File: src/rtl/core/ffha_pkg.sv
`default_nettype none
package ffha_pkg;
   localparam int KIND_W = 2;
   localparam int SIZE_W = 21;
   localparam int ADDR_W = 20;
   localparam int STAT_W = 2;

   typedef enum logic [KIND_W-1:0] {
      KIND_ALLOC = 2'd0,
      KIND_FREE  = 2'd1,
      KIND_REALLOC = 2'd2,
      KIND_NONE  = 2'd3
   } kind_type;

   typedef enum logic [STAT_W-1:0] {
      ST_DONE    = 2'd0,
      ST_NOFIT   = 2'd1,
      ST_BADADDR = 2'd2
   } status_type;

   typedef struct packed {
      logic [ADDR_W-1:0] start;
      logic [ADDR_W:0]   size;
      logic              free;
   } entry_type;

   typedef enum logic [2:0] {
      CMD_HOLD   = 3'd0,
      CMD_LOAD   = 3'd1,
      CMD_SHIFTR = 3'd2,
      CMD_SHIFTL = 3'd3,
      CMD_CLEAR  = 3'd4
   } cmd_type;
endpackage
`default_nettype wire

File: src/rtl/core/ffha_cell.sv
`default_nettype none
module ffha_cell (
   input  wire logic                clock,
   input  wire ffha_pkg::cmd_type   cmd,
   input  wire ffha_pkg::entry_type load_val,
   input  wire ffha_pkg::entry_type left_val,
   input  wire ffha_pkg::entry_type right_val,
   output ffha_pkg::entry_type      val
);
   ffha_pkg::entry_type val_ff, val_in;

   always_comb begin
      val_in = val_ff;
      unique case (cmd)
         ffha_pkg::CMD_HOLD:   val_in = val_ff;
         ffha_pkg::CMD_LOAD:   val_in = load_val;
         ffha_pkg::CMD_SHIFTR: val_in = left_val;
         ffha_pkg::CMD_SHIFTL: val_in = right_val;
         ffha_pkg::CMD_CLEAR:  val_in = '0;
         default:              val_in = val_ff;
      endcase
   end

   always_ff @(posedge clock) begin
      val_ff <= val_in;
   end

   assign val = val_ff;
endmodule
`default_nettype wire
File: config.mk
export PLATFORM = sky130hd
export DESIGN_NAME = ffha_cell
export DESIGN_NICKNAME = d
export VERILOG_FILES = /design/src/rtl/core/ffha_pkg.sv /design/src/rtl/core/ffha_cell.sv
export SDC_FILE = /design/constraint.sdc
export NUM_CORES = 1
export LEC_CHECK = 0
export BUFFER_PORTS_ARGS = -buffer_cell sky130_fd_sc_hd__buf_4
export CAP_MARGIN = 20
export CORE_MARGIN = 2
export CORE_UTILIZATION = 38
export DETAILED_ROUTE_END_ITERATION = 10
export GPL_TIMING_DRIVEN = 1
export PLACE_DENSITY = 0.77
export SLEW_MARGIN = 30
export SYNTH_ARGS = -nofsm -noshare
export SYNTH_HDL_FRONTEND = slang
export SYNTH_SLANG_ARGS = --single-unit
File: constraint.sdc
create_clock -name clock -period 3.2 [get_ports clock]
set_input_delay 0.16 -clock clock [delete_from_list [all_inputs] [get_ports clock]]
set_output_delay 0.16 -clock clock [all_outputs]
set_load 0.02 [all_outputs]
==> metrics.md <==
| Metric | Value |
|---|---|
| Final Cycle Share | `approximately 52%` |
| CTS Hold Bufs | `0` |
| Async S/R FF share, synth | `0%` |
| WP data required | `~3300 ps` |
| Min-delay worst type | `input port to flip-flop` |
| Area contributors post-synth | `edfxtp_1 (49%), mux2_2 (17%), o22ai_1 (9.9%)` |
| Synth Area per Inst | `10.9 um2` |
| # DRC | `0` |
| Max Fclk | `603 MHz` |
| LEAKAGE | `1.71 nW` |
| Total of max-cap violations | `0` |
| Dpl cells | `between 400 and 500` |
| Worst setup EP type | `flip-flop` |
| Post-synth top flop | `edfxtp_1` |
| DRT iter0 DRCs | `89` |
| Area leader, netlist | `edfxtp_1` |
| Critical path type | `input port to flip-flop` |
| Setup violations, final | `0` |
| First-pass GRT wire length | `roughly 11 mm` |
| CTS H-Tree Depth | `2` |
| PwrDens | `approximately 400 nW/um2` |
| Slowest stage delay, CP | `800 ps` |
| Hold Vio Cnt, Final | `0` |
| Worst-case vdd ir drop | `around 0.18 mV` |
| Die Y | `86.6 um` |
| Area share of the largest cell type after synthesis | `roughly 49%` |
| CTS Buf Count | `5` |
| Worst-Margin Slew | `894 ps` |
| Crit start category | `input port` |
| CTS tree | `built` |
| Yosys warnings | `0` |
| Root buffer selected by CTS | `clkbuf_8` |
| Post CTS Setup Buffer Count | `0` |
| Hold path endpoint | `val[11]` |
| Post-DP HPWL | `between 5 and 6 mm` |
| Slew Limit Fails | `0` |
| Number of flip-flops in the largest register | `42` |
| Synth unique cells | `15` |
| Gr ovfl total | `0` |
| Via/cell ratio | `between 5 and 6` |
| Die ar. | `about 7500 um2` |
| Routed len/inst | `15.3 um` |
| Setup TNS | `0 ps` |
| Critical-path maximum fanout | `44` |
| Post-DRT Antenna Nets | `0` |
| Num rows | `30` |
| Drt total wl | `slightly above 7 mm` |
| Min-Delay Path Depth | `3` |
| Clock Tree Buf Depth | `2` |
| DR vias | `roughly 2500` |
| Slew HR | `40.4%` |
| Sink Count | `42` |
| GPL Wtd Cong | `0.714` |
| Most frequent cells after synthesis | `a21oi_1 (42), edfxtp_1 (42), nand2_1 (42)` |
| Total track usage | `a little under a fifth` |
| RSZ-0062 raised after global routing | `no` |
| Critical-path cell list | `buf_4, nand2b_2, o22ai_1, a21oi_1` |
| Status | `complete, no violations` |
| TritonRoute pass-1 iters | `4` |
| Core area | `6680 um2` |
| Slowest-stage cell, CP | `nand2b_2` |
| Cts repair resizes | `0` |
| Synth Instances | `238` |
| Synthesized area | `2590 um2` |
| Crit path DAT | `1790 ps` |
| IO buf count | `around 170` |
| IO Count | `~170` |
| Vias in the first global route | `2454` |
| Placed inst area | `around 3800 um2` |
| Final Hold Slack | `approximately 240 ps` |
| Post-synthesis net count | `about 370` |
| Post-synth EDFFs | `42` |
| Synth Register Bits | `42` |
| Sequential area share after synthesis | `between 40% and 50%` |
| Nets | `about 520` |
| Crit path time final | `1660 ps` |
| Worst-path clk slew | `~80 ps` |
| Starting Density | `38.8%` |
| Die X-Extent | `about 87 um` |
| Layout cells sized above 1 | `between 50% and 60%` |
| Finished Layout Cells | `around 470` |
| Antenna cell count | `0` |
| Largest net degree at the start of global routing | `45` |
| Final Cell Area | `3890 um2` |
| Layout area overhead | `50.1%` |
| Hold Path Origin | `load_val[11]` |
| Initial antenna violation count | `0` |
==> worst max path at each step <==
stage / start / slack [ps] / end / cells after the start
floorplan: cmd[1] / 810 / val[0] / 5
global placement: cmd[0] / 1320 / val[36] / 4
detailed placement: cmd[2] / 1260 / val[14] / 4
CTS: cmd[2] / 1550 / val[41] / 4
global route: cmd[2] / 1390 / val[26] / 4
finish: cmd[2] / 1540 / val[8] / 4
==> where the power goes <==
group	switching, mW	internal [mW]	total (mW)
combinational	0.278	0.279	0.557
sequential	0.0226	0.708	0.731
clock	0.171	0.146	0.316
==> worst max-delay path: cells and delay by family <==
family          cells  cell delay (ps)
simple gates        1              800
compound gates      2              380
buf+inv             1              410
==> stage by stage <==
step | util, % | power [mW] | worst slack (ps)
5_1_grt | 58.3 | 1.68 | 1390
4_1_cts | 58.3 | 1.62 | 1550
6_report | 58.3 | 1.60 | 1540
2_1_floorplan | - | 1.03 | 807
3_5_place_dp | 57.1 | 1.30 | 1260
3_3_place_gp | 57.1 | 1.29 | 1320
==> kinds of logic (layout without fill, tap and decap cells) <==
logic type                Yosys count  in the layout  synth area share, %
AOI/OAI and AO/OA                  84             84                 18.5
and+or+nand+nor                    44             44                 6.56
muxes                              42             42                 18.2
DFF                                42             42                 48.6
buffers and inverters              25            181                 7.72
xor gates and xnor gates            1              1                0.338
==> per-layer routing <==
metal / vias to the layer above / share of wire (%) / track usage [%]
li1: 1222 / - / -
met5: - / 0 / 0
met2: 115 / 55 / 35.7
met1: 1150 / 35 / 19.8
met4: 0 / 0.98 / 5.26
met3: 4 / 8.7 / 5.14
==> cell type report <==
class                      count  area (um2)
sequential                    42        1260
tap                           80         100
fill                         596        2790
clock buffer                   5        68.8
multi-input combinational    171        1150
timing repair buffer         173        1300
clock inverter                 3        11.3
==> cell usage in the layout (no fill, tap or decap), types with 2 or more instances in the layout <==
cell        n
edfxtp_1   42
clkbuf_8    5
mux2_2     40
o22ai_1    41
buf_4     173
a21oi_1    42
nand2_1    42
clkinv_1    3
mux2_1      2
Note: power is estimated with default switching activity, not from simulation.
